<file path="src/hdl/i2cm_pkg.sv">
// Package for the I2C master transaction engine.
// Holds the phase encoding, command mode codes and fixed constants.
// No dependencies.
package i2cm_pkg;

    // Transaction phase, one-hot
    typedef enum logic [14:0] {
        PH_IDLE      = 15'b000000000000001,
        PH_START     = 15'b000000000000010,
        PH_RSTART    = 15'b000000000000100,
        PH_SEND_DEV  = 15'b000000000001000,
        PH_SEND_REG  = 15'b000000000010000,
        PH_SEND_RDEV = 15'b000000000100000,
        PH_SEND_DATA = 15'b000000001000000,
        PH_ACK_DEV   = 15'b000000010000000,
        PH_ACK_REG   = 15'b000000100000000,
        PH_ACK_RDEV  = 15'b000001000000000,
        PH_ACK_DATA  = 15'b000010000000000,
        PH_READ      = 15'b000100000000000,
        PH_MACK      = 15'b001000000000000,
        PH_WWAIT     = 15'b010000000000000,
        PH_STOP      = 15'b100000000000000
    } phase_t;

    // Command mode codes
    localparam logic [1:0] MODE_PROBE = 2'd0;
    localparam logic [1:0] MODE_READ  = 2'd1;
    localparam logic [1:0] MODE_WRITE = 2'd2;
    localparam logic [1:0] MODE_NONE  = 2'd3;

    // Slot step codes within one bus operation
    localparam logic [1:0] SUB_FIRST  = 2'd0;
    localparam logic [1:0] SUB_MID    = 2'd1;
    localparam logic [1:0] SUB_LAST   = 2'd2;

    localparam logic [7:0]  MSB_MASK        = 8'h80;
    localparam logic [3:0]  BYTE_BITS       = 4'd8;
    localparam logic [3:0]  LAST_BIT        = 4'd7;
    localparam logic [15:0] SLOT_TICKS_INIT = 16'd100;

endpackage

</file>
<file path="src/hdl/i2c_master_transaction_engine.sv">
// I2C master transaction engine: probe, register read and register write.
// One input transfer per bus tick, one result transfer per input transfer.
// Depends on i2cm_pkg.
//
//  channel   handshake               payload
//  -------   ---------------------   ---------------------------------------------
//  input     s_valid / s_ready       s_cmd_valid s_mode s_dev_addr s_reg_addr
//                                    s_byte_count s_write_byte s_write_valid
//                                    s_sda_level s_scl_level
//  result    m_valid / m_ready       m_scl_drive m_sda_drive m_read_byte m_read_valid
//                                    m_read_last m_write_request m_busy_res
//                                    m_done_res m_device_present
//  config    cfg_valid / cfg_ready   cfg_data (slot_ticks)
//
// For each input transfer, the next state and the result are computed
// from the state registers and the input, and both are registered at the edge.
// The result register drains independently; s_ready stays high while it is empty
// or being taken, so a transfer can enter every cycle when m_ready is high.
// Synchronous active-low reset clears the state, the result valid and slot_ticks
// (back to 100). cfg_ready is always high.
module i2c_master_transaction_engine #(
    parameter int SLOT_COUNT_WIDTH = 16
) (
    input  logic        aclk,
    input  logic        aresetn,
    // configuration
    input  logic        cfg_valid,
    output logic        cfg_ready,
    input  logic [15:0] cfg_data,
    // input channel
    input  logic        s_valid,
    output logic        s_ready,
    input  logic        s_cmd_valid,
    input  logic [1:0]  s_mode,
    input  logic [7:0]  s_dev_addr,
    input  logic [7:0]  s_reg_addr,
    input  logic [7:0]  s_byte_count,
    input  logic [7:0]  s_write_byte,
    input  logic        s_write_valid,
    input  logic        s_sda_level,
    input  logic        s_scl_level,
    // result channel
    output logic        m_valid,
    input  logic        m_ready,
    output logic        m_scl_drive,
    output logic        m_sda_drive,
    output logic [7:0]  m_read_byte,
    output logic        m_read_valid,
    output logic        m_read_last,
    output logic        m_write_request,
    output logic        m_busy_res,
    output logic        m_done_res,
    output logic        m_device_present
);

    localparam int CW = SLOT_COUNT_WIDTH + 1;
    localparam int TW = 17;
    localparam int MW = (CW > TW) ? CW : TW;

    // state
    i2cm_pkg::phase_t              phase_reg, phase_next;
    logic [SLOT_COUNT_WIDTH-1:0]   cnt_reg, cnt_next;
    logic [1:0]                    sub_reg, sub_next;
    logic [3:0]                    bidx_reg, bidx_next;
    logic [7:0]                    shift_reg, shift_next;
    logic [7:0]                    bleft_reg, bleft_next;
    logic [7:0]                    dev_reg, dev_next;
    logic [7:0]                    regb_reg, regb_next;
    logic [1:0]                    kind_reg, kind_next;
    logic                          ack_reg, ack_next;
    logic [15:0]                   slot_ticks_reg;

    // result register
    logic        m_valid_reg;
    logic        scl_reg, scl_next;
    logic        sda_reg, sda_next;
    logic [7:0]  rbyte_reg, rbyte_next;
    logic        rvalid_reg, rvalid_next;
    logic        rlast_reg, rlast_next;
    logic        wreq_reg, wreq_next;
    logic        busy_reg, busy_next;
    logic        done_reg, done_next;
    logic        pres_reg, pres_next;

    // working values after a possible command start
    i2cm_pkg::phase_t              ph;
    logic [SLOT_COUNT_WIDTH-1:0]   cnt;
    logic [1:0]                    sub;
    logic [3:0]                    bidx;
    logic [3:0]                    bidx_inc;
    logic [7:0]                    shft;
    logic [7:0]                    bleft;
    logic [7:0]                    bleft_dec;
    logic                          ack;
    logic                          cmd_take;
    logic                          bus_busy;
    logic                          start;
    logic [15:0]                   ticks;
    logic [MW-1:0]                 cnt_inc_ext;
    logic [MW-1:0]                 ticks_ext;
    logic                          slot_end;
    logic [1:0]                    last_sub;
    logic                          s_take;

    assign s_ready   = !m_valid_reg || m_ready;
    assign s_take    = s_valid && s_ready;
    assign cfg_ready = 1'b1;

    // command decode
    assign cmd_take = (phase_reg == i2cm_pkg::PH_IDLE) && s_cmd_valid
                      && (s_mode != i2cm_pkg::MODE_NONE);
    assign bus_busy = (s_mode == i2cm_pkg::MODE_PROBE) && !(s_sda_level && s_scl_level);
    assign start    = cmd_take && !bus_busy;

    assign ph    = start ? i2cm_pkg::PH_START : phase_reg;
    assign cnt   = start ? '0 : cnt_reg;
    assign sub   = start ? i2cm_pkg::SUB_FIRST : sub_reg;
    assign bidx  = start ? 4'd0 : bidx_reg;
    assign shft  = start ? 8'd0 : shift_reg;
    assign bleft = start ? s_byte_count : bleft_reg;
    assign ack   = start ? 1'b0 : ack_reg;

    assign bidx_inc  = bidx + 4'd1;
    assign bleft_dec = bleft - 8'd1;

    // slot timing: zero ticks behaves as one
    assign ticks       = (slot_ticks_reg == 16'd0) ? 16'd1 : slot_ticks_reg;
    assign cnt_inc_ext = MW'(cnt) + MW'(1);
    assign ticks_ext   = MW'(ticks);
    assign slot_end    = (cnt_inc_ext >= ticks_ext) || (cnt == {SLOT_COUNT_WIDTH{1'b1}});
    assign last_sub    = (ph == i2cm_pkg::PH_READ) ? i2cm_pkg::SUB_MID : i2cm_pkg::SUB_LAST;

    // next state and result
    always_comb begin
        phase_next  = ph;
        cnt_next    = cnt;
        sub_next    = sub;
        bidx_next   = bidx;
        shift_next  = shft;
        bleft_next  = bleft;
        dev_next    = start ? s_dev_addr : dev_reg;
        regb_next   = start ? s_reg_addr : regb_reg;
        kind_next   = start ? s_mode : kind_reg;
        ack_next    = ack;

        scl_next    = 1'b1;
        sda_next    = 1'b1;
        rbyte_next  = 8'd0;
        rvalid_next = 1'b0;
        rlast_next  = 1'b0;
        wreq_next   = 1'b0;
        busy_next   = 1'b0;
        done_next   = cmd_take && bus_busy;
        pres_next   = 1'b0;

        if (ph != i2cm_pkg::PH_IDLE) begin
            busy_next = 1'b1;

            // pin levels for this tick
            case (ph)
                i2cm_pkg::PH_START, i2cm_pkg::PH_RSTART: begin
                    scl_next = (sub != i2cm_pkg::SUB_LAST);
                    sda_next = (sub == i2cm_pkg::SUB_FIRST);
                end
                i2cm_pkg::PH_SEND_DEV, i2cm_pkg::PH_SEND_REG,
                i2cm_pkg::PH_SEND_RDEV, i2cm_pkg::PH_SEND_DATA: begin
                    scl_next = (sub == i2cm_pkg::SUB_MID);
                    sda_next = ((shft & i2cm_pkg::MSB_MASK) != 8'd0)
                               || ((sub == i2cm_pkg::SUB_LAST) && (bidx == i2cm_pkg::LAST_BIT));
                end
                i2cm_pkg::PH_ACK_DEV, i2cm_pkg::PH_ACK_REG,
                i2cm_pkg::PH_ACK_RDEV, i2cm_pkg::PH_ACK_DATA: begin
                    scl_next = (sub == i2cm_pkg::SUB_MID);
                end
                i2cm_pkg::PH_READ: begin
                    scl_next = (sub == i2cm_pkg::SUB_FIRST);
                end
                i2cm_pkg::PH_MACK: begin
                    scl_next = (sub == i2cm_pkg::SUB_MID);
                    sda_next = (bleft == 8'd0);
                end
                i2cm_pkg::PH_WWAIT: begin
                    scl_next  = 1'b0;
                    wreq_next = 1'b1;
                end
                default: begin
                    scl_next = (sub != i2cm_pkg::SUB_FIRST);
                    sda_next = (sub == i2cm_pkg::SUB_LAST);
                end
            endcase

            if (ph == i2cm_pkg::PH_WWAIT) begin
                // wait for the next write data byte
                if (s_write_valid) begin
                    phase_next = i2cm_pkg::PH_SEND_DATA;
                    sub_next   = i2cm_pkg::SUB_FIRST;
                    cnt_next   = '0;
                    bidx_next  = 4'd0;
                    shift_next = s_write_byte;
                end
            end else if (!slot_end) begin
                cnt_next = cnt + SLOT_COUNT_WIDTH'(1);
            end else begin
                cnt_next = '0;
                if ((ph == i2cm_pkg::PH_ACK_DEV || ph == i2cm_pkg::PH_ACK_REG
                     || ph == i2cm_pkg::PH_ACK_RDEV || ph == i2cm_pkg::PH_ACK_DATA)
                    && sub == i2cm_pkg::SUB_MID) begin
                    ack_next = !s_sda_level;
                end
                if (ph == i2cm_pkg::PH_READ && sub == i2cm_pkg::SUB_FIRST) begin
                    shift_next = {shft[6:0], s_sda_level};
                end
                if (sub < last_sub) begin
                    sub_next = sub + 2'd1;
                end else begin
                    sub_next = i2cm_pkg::SUB_FIRST;
                    // end of one bus operation
                    case (ph)
                        i2cm_pkg::PH_START: begin
                            phase_next = i2cm_pkg::PH_SEND_DEV;
                            bidx_next  = 4'd0;
                            shift_next = dev_reg;
                        end
                        i2cm_pkg::PH_RSTART: begin
                            phase_next = i2cm_pkg::PH_SEND_RDEV;
                            bidx_next  = 4'd0;
                            shift_next = dev_reg | 8'd1;
                        end
                        i2cm_pkg::PH_SEND_DEV, i2cm_pkg::PH_SEND_REG,
                        i2cm_pkg::PH_SEND_RDEV, i2cm_pkg::PH_SEND_DATA: begin
                            shift_next = {shft[6:0], 1'b0};
                            bidx_next  = bidx_inc;
                            if (bidx_inc >= i2cm_pkg::BYTE_BITS) begin
                                bidx_next  = 4'd0;
                                shift_next = 8'd0;
                                case (ph)
                                    i2cm_pkg::PH_SEND_DEV:  phase_next = i2cm_pkg::PH_ACK_DEV;
                                    i2cm_pkg::PH_SEND_REG:  phase_next = i2cm_pkg::PH_ACK_REG;
                                    i2cm_pkg::PH_SEND_RDEV: phase_next = i2cm_pkg::PH_ACK_RDEV;
                                    default:                phase_next = i2cm_pkg::PH_ACK_DATA;
                                endcase
                            end
                        end
                        i2cm_pkg::PH_ACK_DEV: begin
                            if (kind_reg == i2cm_pkg::MODE_PROBE) begin
                                phase_next = i2cm_pkg::PH_STOP;
                                bidx_next  = 4'd0;
                                shift_next = 8'd0;
                            end else if (ack) begin
                                phase_next = i2cm_pkg::PH_SEND_REG;
                                bidx_next  = 4'd0;
                                shift_next = regb_reg;
                            end
                        end
                        i2cm_pkg::PH_ACK_REG: begin
                            if (ack) begin
                                bidx_next  = 4'd0;
                                shift_next = 8'd0;
                                if (kind_reg == i2cm_pkg::MODE_READ) begin
                                    phase_next = i2cm_pkg::PH_RSTART;
                                end else if (bleft != 8'd0) begin
                                    phase_next = i2cm_pkg::PH_WWAIT;
                                end else begin
                                    phase_next = i2cm_pkg::PH_STOP;
                                end
                            end
                        end
                        i2cm_pkg::PH_ACK_RDEV: begin
                            if (ack) begin
                                bidx_next  = 4'd0;
                                shift_next = 8'd0;
                                phase_next = (bleft != 8'd0) ? i2cm_pkg::PH_READ
                                                             : i2cm_pkg::PH_STOP;
                            end
                        end
                        i2cm_pkg::PH_ACK_DATA: begin
                            if (ack) begin
                                bleft_next = bleft_dec;
                                bidx_next  = 4'd0;
                                shift_next = 8'd0;
                                phase_next = (bleft_dec != 8'd0) ? i2cm_pkg::PH_WWAIT
                                                                 : i2cm_pkg::PH_STOP;
                            end
                        end
                        i2cm_pkg::PH_READ: begin
                            bidx_next = bidx_inc;
                            if (bidx_inc >= i2cm_pkg::BYTE_BITS) begin
                                bleft_next  = bleft_dec;
                                rbyte_next  = shft;
                                rvalid_next = 1'b1;
                                rlast_next  = (bleft_dec == 8'd0);
                                phase_next  = i2cm_pkg::PH_MACK;
                                bidx_next   = 4'd0;
                            end
                        end
                        i2cm_pkg::PH_MACK: begin
                            bidx_next  = 4'd0;
                            shift_next = 8'd0;
                            phase_next = (bleft != 8'd0) ? i2cm_pkg::PH_READ
                                                         : i2cm_pkg::PH_STOP;
                        end
                        default: begin
                            done_next  = 1'b1;
                            pres_next  = (kind_reg == i2cm_pkg::MODE_PROBE) ? ack : 1'b0;
                            phase_next = i2cm_pkg::PH_IDLE;
                            bidx_next  = 4'd0;
                        end
                    endcase
                end
            end
        end
    end

    // configuration register
    always_ff @(posedge aclk) begin
        if (!aresetn) begin
            slot_ticks_reg <= i2cm_pkg::SLOT_TICKS_INIT;
        end else if (cfg_valid && cfg_ready) begin
            slot_ticks_reg <= cfg_data;
        end
    end

    // engine state, advanced once per input transfer
    always_ff @(posedge aclk) begin
        if (!aresetn) begin
            phase_reg <= i2cm_pkg::PH_IDLE;
            cnt_reg   <= '0;
            sub_reg   <= i2cm_pkg::SUB_FIRST;
            bidx_reg  <= 4'd0;
            shift_reg <= 8'd0;
            bleft_reg <= 8'd0;
            dev_reg   <= 8'd0;
            regb_reg  <= 8'd0;
            kind_reg  <= i2cm_pkg::MODE_PROBE;
            ack_reg   <= 1'b0;
        end else if (s_take) begin
            phase_reg <= phase_next;
            cnt_reg   <= cnt_next;
            sub_reg   <= sub_next;
            bidx_reg  <= bidx_next;
            shift_reg <= shift_next;
            bleft_reg <= bleft_next;
            dev_reg   <= dev_next;
            regb_reg  <= regb_next;
            kind_reg  <= kind_next;
            ack_reg   <= ack_next;
        end
    end

    // result register valid
    always_ff @(posedge aclk) begin
        if (!aresetn) begin
            m_valid_reg <= 1'b0;
        end else if (s_take) begin
            m_valid_reg <= 1'b1;
        end else if (m_ready) begin
            m_valid_reg <= 1'b0;
        end
    end

    // result register payload
    always_ff @(posedge aclk) begin
        if (s_take) begin
            scl_reg    <= scl_next;
            sda_reg    <= sda_next;
            rbyte_reg  <= rbyte_next;
            rvalid_reg <= rvalid_next;
            rlast_reg  <= rlast_next;
            wreq_reg   <= wreq_next;
            busy_reg   <= busy_next;
            done_reg   <= done_next;
            pres_reg   <= pres_next;
        end
    end

    assign m_valid          = m_valid_reg;
    assign m_scl_drive      = scl_reg;
    assign m_sda_drive      = sda_reg;
    assign m_read_byte      = rbyte_reg;
    assign m_read_valid     = rvalid_reg;
    assign m_read_last      = rlast_reg;
    assign m_write_request  = wreq_reg;
    assign m_busy_res       = busy_reg;
    assign m_done_res       = done_reg;
    assign m_device_present = pres_reg;

    // a received byte only appears during a transaction
    a_read_in_busy: assert property (@(posedge aclk) disable iff (!aresetn)
        m_valid && m_read_valid |-> m_busy_res && !m_done_res)
        else $error("read byte outside a transaction");

    // a present device is only reported with completion
    a_present_done: assert property (@(posedge aclk) disable iff (!aresetn)
        m_valid && m_device_present |-> m_done_res && m_busy_res)
        else $error("device_present without done");

    // SCL is held low while waiting for write data
    a_wreq_scl_low: assert property (@(posedge aclk) disable iff (!aresetn)
        m_valid && m_write_request |-> !m_scl_drive && m_sda_drive)
        else $error("write request with SCL released");

    // the engine is idle after a completed transaction
    a_done_idle: assert property (@(posedge aclk) disable iff (!aresetn)
        s_take && done_next |=> phase_reg == i2cm_pkg::PH_IDLE)
        else $error("engine not idle after done");

endmodule
</file>
<file path="config.mk">
export PLATFORM = sky130hd
export DESIGN_NAME = i2c_master_transaction_engine
export DESIGN_NICKNAME = d
export VERILOG_FILES = /design/src/hdl/i2cm_pkg.sv /design/src/hdl/i2c_master_transaction_engine.sv
export SDC_FILE = /design/constraint.sdc
export NUM_CORES = 1
export LEC_CHECK = 0
export BUFFER_PORTS_ARGS = -buffer_cell sky130_fd_sc_hd__buf_4
export CORE_MARGIN = 5
export CORE_UTILIZATION = 35
export CTS_CLUSTER_DIAMETER = 50
export DETAILED_ROUTE_END_ITERATION = 10
export PLACE_DENSITY_LB_ADDON = 0.08
export SLEW_MARGIN = 20
export SYNTH_ARGS = -nofsm -noshare
export SYNTH_HDL_FRONTEND = slang
export SYNTH_SLANG_ARGS = --single-unit
</file>
<file path="constraint.sdc">
create_clock -name aclk -period 4.9 [get_ports aclk]
set_input_delay 0 -clock aclk [delete_from_list [all_inputs] [get_ports aclk]]
set_output_delay 0 -clock aclk [all_outputs]
set_load 0.03 [all_outputs]
</file>
==> Word level (Yosys, flattened, before mapping) <==
Index checks and enable logic that the tools add are counted.
{ "classes": {"add_sub_neg": 5, "magnitude_cmp": 3, "n_eq_ne": 22, "muxes": 79, "bitwise_logic": 5, "reduce_logical": 41} }
{ "ops": {"columns": ["op", "count"], "rows": [
  ["$mux W15", 17],
  ["$mux W8", 18],
  ["$pmux W15 S9", 1],
  ["$mux W16", 6],
  ["$pmux W8 S6", 1],
  ["$mux W4", 9],
  ["$pmux W11 S3", 1],
  ["$add A16 B1 Y17 const B", 1],
  ["$ge A17 B16 Y1", 1],
  ["$reduce_or A17 Y1", 1],
  ["$add A16 B1 Y16 const B", 1],
  ["$eq A16 B16 Y1 const B", 1],
  ["$logic_not A16 Y1", 1],
  ["$logic_not A8 Y1", 2],
  ["$pmux W8 S2", 1],
  ["$reduce_bool A8 Y1", 2],
  ["$eq A15 B1 Y1 const B", 1],
  ["$eq A15 B10 Y1 const B", 1],
  ["$eq A15 B11 Y1 const B", 1],
  ["$eq A15 B12 Y1 const B", 1],
  ["$eq A15 B13 Y1 const B", 1],
  ["$eq A15 B14 Y1 const B", 1],
  ["$eq A15 B2 Y1 const B", 1],
  ["$eq A15 B3 Y1 const B", 1],
  ["other kinds (34)", 83]
]} }
{ "totals": {"reg_bits": 105, "inputBits": 59, "output_inout_bits": 19, "elab_cells": 176} }

==> Logic depth before layout (Yosys ltp) <==
Gate-level depths: netlist (run 1).
{ "depth": {"ltp_word": 16, "ltp_mapped": 24, "ltp_nobuf": 19} }

==> Worst setup path before layout (run 1) <==
Ideal clock, no wire load.
{ "synth_timing": {"path_kind": "register -> register", "start": "register phase_reg[7]", "end": "register bleft_reg[6]", "setup_time_ns": 0.133, "arrival_ns": 4.836, "required_time_ns": 4.767, "slack_ns": -0.069, "stages_incl_launch_ff": 25, "path_buffers": 5, "period_less_slack_ns": 4.969, "cell_sequence": "dfxtp_1 -> buf_2 -> nor4_4 -> and4_1 -> nand2_1 -> clkbuf_1 -> clkbuf_1 -> clkbuf_1 -> and2_1 -> ha_1 -> nand3_1 -> a211oi_2 -> nand4_1 -> xor2_1 -> nor2_1 -> ha_1 -> nand3_1 -> or3_1 -> o31ai_1 -> a31oi_1 -> a21oi_1 -> buf_4 -> nand3_1 -> o311ai_0 -> a31oi_1"} }
{ "synth_via": {"elab_chain_cells": 13, "elab_cells_between_ends": 30, "classes_between": "add/sub: 3; order compare: 3; eq/ne: 6; mux: 14; reduce/logical: 4"} }
{ "synth_rtl": {"columns": ["element", "line_no", "text"], "rows": [
  ["from (decl)", "i2c_master_transaction_engine.sv:61", "i2cm_pkg::phase_t phase_reg, phase_next;"],
  ["from (signal assigned)", "i2c_master_transaction_engine.sv:326", "phase_reg <= i2cm_pkg::PH_IDLE;"],
  ["from (signal assigned)", "i2c_master_transaction_engine.sv:337", "phase_reg <= phase_next;"],
  ["branches (longest 12 deep; another with $add A16 B1 Y17)", null, null],
  ["$mux W8 (*)", "i2c_master_transaction_engine.sv:156", "if (ph != i2cm_pkg::PH_IDLE) begin"],
  ["to (signal assigned)", "i2c_master_transaction_engine.sv:342", "bleft_reg <= bleft_next;"],
  ["to (decl)", "i2c_master_transaction_engine.sv:66", "logic [7:0] bleft_reg, bleft_next;"]
]} }
Mark *: on every way between the ends.
A chain may end at the register's enable or synchronous reset.

==> Worst setup path after layout (run 1) <==
{ "layout_timing": {"start": "input s_sda_level", "end": "register bleft_reg[4]"} }
{ "layout_via": {"elab_chain_cells": 14, "elab_cells_between_ends": 31, "classes_between": "add/sub: 3; order compare: 3; eq/ne: 5; mux: 14; reduce/logical: 6"} }
{ "layout_rtl": {"columns": ["element", "line_no", "text"], "rows": [
  ["from (decl)", "i2c_master_transaction_engine.sv:40", "input logic s_sda_level,"],
  ["$logic_and A1 B1 Y1 (*)", "i2c_master_transaction_engine.sv:112", "assign bus_busy = (s_mode == i2cm_pkg::MODE_PROBE) && !(s_sda_level && s_scl_level);"],
  ["$logic_not A1 Y1 (*)", "i2c_master_transaction_engine.sv:112", null],
  ["$logic_and A1 B1 Y1 (*)", "i2c_master_transaction_engine.sv:112", null],
  ["$logic_not A1 Y1 (*)", "i2c_master_transaction_engine.sv:113", "assign start = cmd_take && !bus_busy;"],
  ["$logic_and A1 B1 Y1 (*)", "i2c_master_transaction_engine.sv:113", null],
  ["branches (longest 8 deep; another with $add A16 B1 Y17)", null, null],
  ["$mux W8 (*)", "i2c_master_transaction_engine.sv:156", null]
]} }
Marks and branches as above.

==> flow_summary.yaml, run 1 <==
cells_and_area:
  final_cell_mix: "nand2_1, buf_4, nor2_1, dfxtp_1, a21oi_1"
  n_fill_cell: 2062
  fin_nets: 1072
  layout_commonest_cell: "nand2_1"
  register_area_um2: 2260
  multi_input_area_um2: 4270
  syn_to_final_growth_pct: 23.3
  final_layout_size_suffix_gt1_share_pct: 15.7
  n_antenna_cell: 0
timing:
  worstMarginPinSlew_ps: 1110
  holdWs_ps: 27.3
  fin_crit_ps: 4560
  max-slew-margin-rel_pct: 26.2
  rsz0062_at_grt: "no"
  setup_violations: 0
  finalMaxSlewViolations: 0
  period_share_pct: 93.1
  fmax_mhz: 219
  final.setup.tns_ps: 0
  hold_viol: 0
  skew_ps: 15.7
logic_synthesis:
  synthDistinctLibCells: 85
  synth_edf_count: 16
  synth_top_flop_cell: "dfxtp_1"
  synth.avg_cell_area_um2: 7.79
  yosysSeqAreaShare_pct: 32.8
  synth_fp_nets: 969
  syn_inst: 885
  yosysWarnings: 0
  synth-async-reset-ratio_pct: 0
  synth_area_um2: 6890
  synth-seq-cells: 105
clock_network:
  cts_tree: "yes"
  clock_sinks: 105
  h-tree-depth: 3
  clk_path_buf_depth: 2
  clock_latency_ps: 370
  cts.clk_slew.worst_paths_ps: 80
  cts_root_buf: "clkbuf_16"
  cts-buffers-inserted: 9
die:
  die_w_um: 150
  ios: 78
  rows: 51
  core_um2: 19400
  die-height_um: 150
  initial_core_util_pct: 35.5
  die-area_um2: 22600
run:
  drv_cap: 0
drt:
  first_pass_iters: 6
  ant_nets: 0
  drt_wl_total_mm: 24.1
  vias: 7065
  wire_per_inst_um: 19.1
  drt_iter0_drc: 585
  viasPerCell: 5.62
  drc: 0
setup_path:
  crit_family: "compound AO/OA/AOI/OAI gates"
  worstPathMaxFanout: 12
  cp.depth: 22
  critical_path_required_ps: 5160
  crit_type: "in2reg"
  arrival_ps: 4820
  critPathSlowestCell: "dlygate4sd3_1"
  worstPathCellList: "dlygate4sd3_1 > buf_4 > a211o_1 > and3_1 > nand2_1 > and2_1 > ha_1 > nand3_2 > a211oi_4 > nand4_1 > xor2_1 > nor2_1 > ha_1 > nand3_1 > or3_1 > o31ai_2 > a31oi_1 > a21oi_1 > buf_6 > o2111ai_1 > o22a_1 > o221a_2"
  cp-end-kind: "register"
  crit_top_cell: "ha_1"
  worst-path-buf-inv: 3
  r2r_cells: 20
  cp-start-kind: "input port"
  max_stage_delay_ps: 530
power_and_ir_drop:
  power_density_nw_per_um2: 244
  ir_drop_uv: 176
  power.leakage_nw: 3.22
grt:
  grt_overflow: 0
  grt_pass1_vias: 6772
  antenna_found_initial: 0
  grt_usage_pct: 21.6
  grt_pass1_wl_mm: 38.0
  grt_max_degree: 51
placement:
  place_congestion: 0.937
  portBuffers: 76
  hpwl_mm: 17.6
hold_path:
  hold_path.class: "in2reg"
  min_path_cells: 4
status:
  outcome: "complete, no violations"
## per-stage QoR
step / util (%) / instance area [um2] / power [mW] / worst slack (ps) / cells
2_1_floorplan: - / 6890 / 1.18 / 4.25 / 885
3_3_place_gp: 40.0 / 7760 / 1.33 / 290 / 1201
3_5_place_dp: 40.0 / 7760 / 1.32 / 257 / 1201
4_1_cts: 43.6 / 8470 / 2.10 / 157 / 1258
5_1_grt: 43.8 / 8500 / 2.17 / 6.57 / 1258
6_report: 43.8 / 8500 / 2.08 / 340 / 1258
## timing repair
| item | in CTS | in global routing |
|---|---|---|
| setup buffers | 0 | 0 |
| hold endpoints to repair | 39 | 0 |
| hold buffers | 41 | 0 |
| resized for setup | 0 | 8 |
| endpoints found under the setup margin | 0 | 47 |
## synthesized netlist by cell type, types with 14 or more instances
cell,number,share of area (%)
a21oi_1,64,4.6
a31oi_1,21,1.9
buf_2,14,1.0
clkbuf_1,31,1.7
dfxtp_1,89,26
edfxtp_1,16,7.0
ha_1,25,4.5
inv_1,33,1.8
mux2i_1,24,3.5
nand2_1,114,6.2
nand3_1,34,2.5
nand4_1,16,1.5
nor2_1,93,5.1
nor3_1,25,1.8
nor4_1,16,1.5
o21ai_0,53,3.8
## cell type report
class	instances	area share (%)
Clock buffer	9	2.65
Timing Repair Buffer	147	14.2
Tap cell	265	3.90
Clock inverter	7	0.809
Inverter	36	1.59
Multi-Input combinational cell	689	50.2
Sequential cell	105	26.6
## worst reg2reg max path, stage by stage, from the launching register on
cell and delay (ps):
dfxtp_1 470, nor3_2 90, and4_2 270, nand2_1 150
and2_1 170, ha_1 230, nand3_2 160, a211oi_4 330
nand4_1 150, xor2_1 150, nor2_1 70, ha_1 330
nand3_1 70, or3_1 350, o31ai_2 280, a31oi_1 120
a21oi_1 200, buf_6 200, o2111ai_1 170, o22a_1 190
o221a_2 260
## report_power, final
| group | internal (mW) | leakage, nW | switching, mW | total (mW) |
|---|---|---|---|---|
| Clock | 0.360 | 0.145 | 0.385 | 0.746 |
| Sequential | 0.908 | 0.881 | 0.0256 | 0.934 |
| Combinational | 0.154 | 2.20 | 0.245 | 0.399 |
## logic make-up (layout without fill, tap and decap cells)
group	count (synthesis)	count (layout)	synth area share, %
mux	24	24	3.49
simple gates	379	379	27.8
fa+ha+maj	25	25	4.54
xor+xnor	21	21	2.67
compound gates	239	239	22.8
buf+inv	91	199	5.83
flops	105	105	32.8
other cells	1	1	0.0544
## path summary, 6_finish.rpt
check | startpoint | endpoint | slack [ps]
hold / removal | s_write_byte[4] | shift_reg[4]$_SDFFE_PN0P_ | 30
setup reg to reg | phase_reg[13]$_SDFFE_PN0P_ | bleft_reg[4]$_SDFFE_PN0P_ | 390
hold reg to reg | dev_reg[5]$_SDFFE_PN0P_ | dev_reg[5]$_SDFFE_PN0P_ | 460
setup / recovery | s_sda_level | bleft_reg[4]$_SDFFE_PN0P_ | 340
## metal layers
| layer | wire, um | share of wire [%] | vias up | global-route usage, % |
|---|---|---|---|---|
| li1 | - | - | 3449 | - |
| met1 | 11100 | 46 | 3342 | 29.9 |
| met2 | 10900 | 45 | 231 | 33.6 |
| met3 | 1370 | 5.7 | 43 | 4.24 |
| met4 | 707 | 2.9 | 0 | 7.09 |
| met5 | 0 | 0 | - | 0 |
Note: power is estimated with default switching activity, not from simulation.
==> run 2: changes to the inputs <==
==> constraint.sdc (replaced) <==
create_clock -name aclk -period 5.6 [get_ports aclk]
set_input_delay 0 -clock aclk [delete_from_list [all_inputs] [get_ports aclk]]
set_output_delay 0 -clock aclk [all_outputs]
set_load 0.03 [all_outputs]
==> run 2 against run 1 <==
Compared with the run above: largest power group unchanged; critical endpoint is now bleft_reg[5]$_SDFFE_PN0P_; routed wire length shrank 2.2%; non-clock buffer count shrank 16; cell area is 1.5% lower; largest cell class unchanged.
==> flow_summary.yaml, run 2 (synthesis results as in run 1) <==
clock_network:
  cts-buffers-inserted: 9
  clk_path_buf_depth: 2
  cts_root_buf: "clkbuf_16"
  clock_sinks: 105
  cts.clk_slew.worst_paths_ps: 80
  cts_setup_buffers: 0
  cts_tree: "yes"
  clock_latency_ps: 380
  h-tree-depth: 3
timing:
  skew_ps: 15.0
  final.setup.tns_ps: 0
  setup_violations: 0
  worstMarginPinSlew_ps: 987
  setup_slack_ps: 352
  fmax_mhz: 191
  fin_crit_ps: 5250
  period_share_pct: 93.7
  finalMaxSlewViolations: 0
  hold_viol: 0
  rsz0062_at_grt: "no"
  max-slew-margin-rel_pct: 34.1
die:
  die_w_um: 150
  die-area_um2: 22600
  core_um2: 19400
  initial_core_util_pct: 35.5
  die-height_um: 150
  ios: 78
  rows: 51
grt:
  grt_max_degree: 64
  grt_usage_pct: 20.9
  grt_pass1_wl_mm: 36.9
  grt_pass1_vias: 6537
  grt_overflow: 0
  antenna_found_initial: 1
cells_and_area:
  final_util_pct: 43.2
  final_cell_mix: "nand2_1, nor2_1, buf_4, dfxtp_1, a21oi_1"
  final_layout_size_suffix_gt1_share_pct: 14.2
  layout_commonest_cell: "nand2_1"
  fin_nets: 1056
  final_cell_area_um2: 8370
  syn_to_final_growth_pct: 21.5
  n_antenna_cell: 0
  final_cells: 1242
drt:
  viasPerCell: 5.64
  drt_wl_total_mm: 23.5
  wire_per_inst_um: 19.0
  drc: 0
  first_pass_iters: 5
  ant_nets: 0
  vias: 7005
  drt_iter0_drc: 550
hold_path:
  min_path_cells: 4
  hold_path.class: "in2reg"
power_and_ir_drop:
  clkPwrFrac_pct: 36.1
  pwr-share-comb_pct: 18.8
  power_switching_mw: 0.573
  p_seq_share_pct: 45.1
  power_density_nw_per_um2: 217
  swShare_pct: 31.6
  internal_power_mw: 1.24
  power.leakage_nw: 3.16
  ir_drop_uv: 166
status:
  outcome: "complete, no violations"
setup_path:
  cp-start-kind: "register"
  r2r_cells: 17
  worstPathMaxFanout: 8
  crit_type: "reg2reg"
  cp-end-kind: "register"
  arrival_ps: 5550
  critical_path_required_ps: 5910
run:
  drv_cap: 0
placement:
  dp.cells: 1185
  place_worst_setup_slack_ps: 443
  hpwl_mm: 16.9
  placed_area_um2: 7640
  portBuffers: 76
  place_congestion: 0.903
-- run 2: cell types whose count changed in the layout (fill, tap and decap cells not counted), sizes merged --
cell	before	now
clkinv	4	2
inv	39	40
buf	106	90
clkbuf	9	10
-- run 2: worst max-delay path: stages, from the launching register on --
cell and delay [ps]:
dfxtp_1 410, nor4_4 520, and4_1 400, nand2_1 140, and2_1 210, ha_1 220
nand3_1 200, xor2_1 160, nor2_1 80, ha_1 350, a22o_1 240, o41ai_1 470
a31oi_1 270, o21ai_2 520, nor3_4 130, nand2_1 120, mux2i_1 170, dlygate4sd3_1 550
-- run 2: power groups by stage --
stage               clock network (mW)  registers (mW)  logic (mW)
finish                           0.655           0.818       0.340
global route                     0.689           0.823       0.375
CTS                              0.665           0.818       0.339
detailed placement                   0           0.836       0.316
global placement                     0           0.836       0.319
floorplan                            0           0.842       0.192
-- run 2: stage by stage --
stage	hold slack [ps]	total power, mW
floorplan	129	1.03
global placement	223	1.15
detailed placement	223	1.15
CTS	31.9	1.82
global route	64.3	1.89
finish	30.8	1.81
-- run 2: area by class of cell --
type	count	area [um2]
fillers	2013	11000
multi-input cells	689	4270
flip-flops and latches	105	2260
repair buffers	131	1090
well taps	265	332
clock buffers	10	229
inverters	36	135
clock inverters	6	60.1
-- run 2: timing repair --
item,4_1_cts,5_1_grt
endpoints found under the setup margin,0,3
resized for setup,0,5
hold buffers,41,0
endpoints found under the hold margin,39,0
-- run 2: final timing paths --
path                                             endpoint                 startpoint  slack (ps)
worst max-delay path            bleft_reg[5]$_SDFFE_PN0P_  phase_reg[5]$_SDFFE_PN0P_         350
worst min-delay path            shift_reg[7]$_SDFFE_PN0P_            s_write_byte[7]          30
worst max register to register  bleft_reg[5]$_SDFFE_PN0P_  phase_reg[5]$_SDFFE_PN0P_         350
worst min register to register   regb_reg[5]$_SDFFE_PN0P_   regb_reg[5]$_SDFFE_PN0P_         460
-- run 2: per-layer routing --
layer	vias up	wire length, um	track usage (%)
li1	3427	-	-
met1	3296	10900	29.3
met2	242	10700	32.5
met3	38	1430	3.40
met4	2	546	7.27
met5	-	11	0
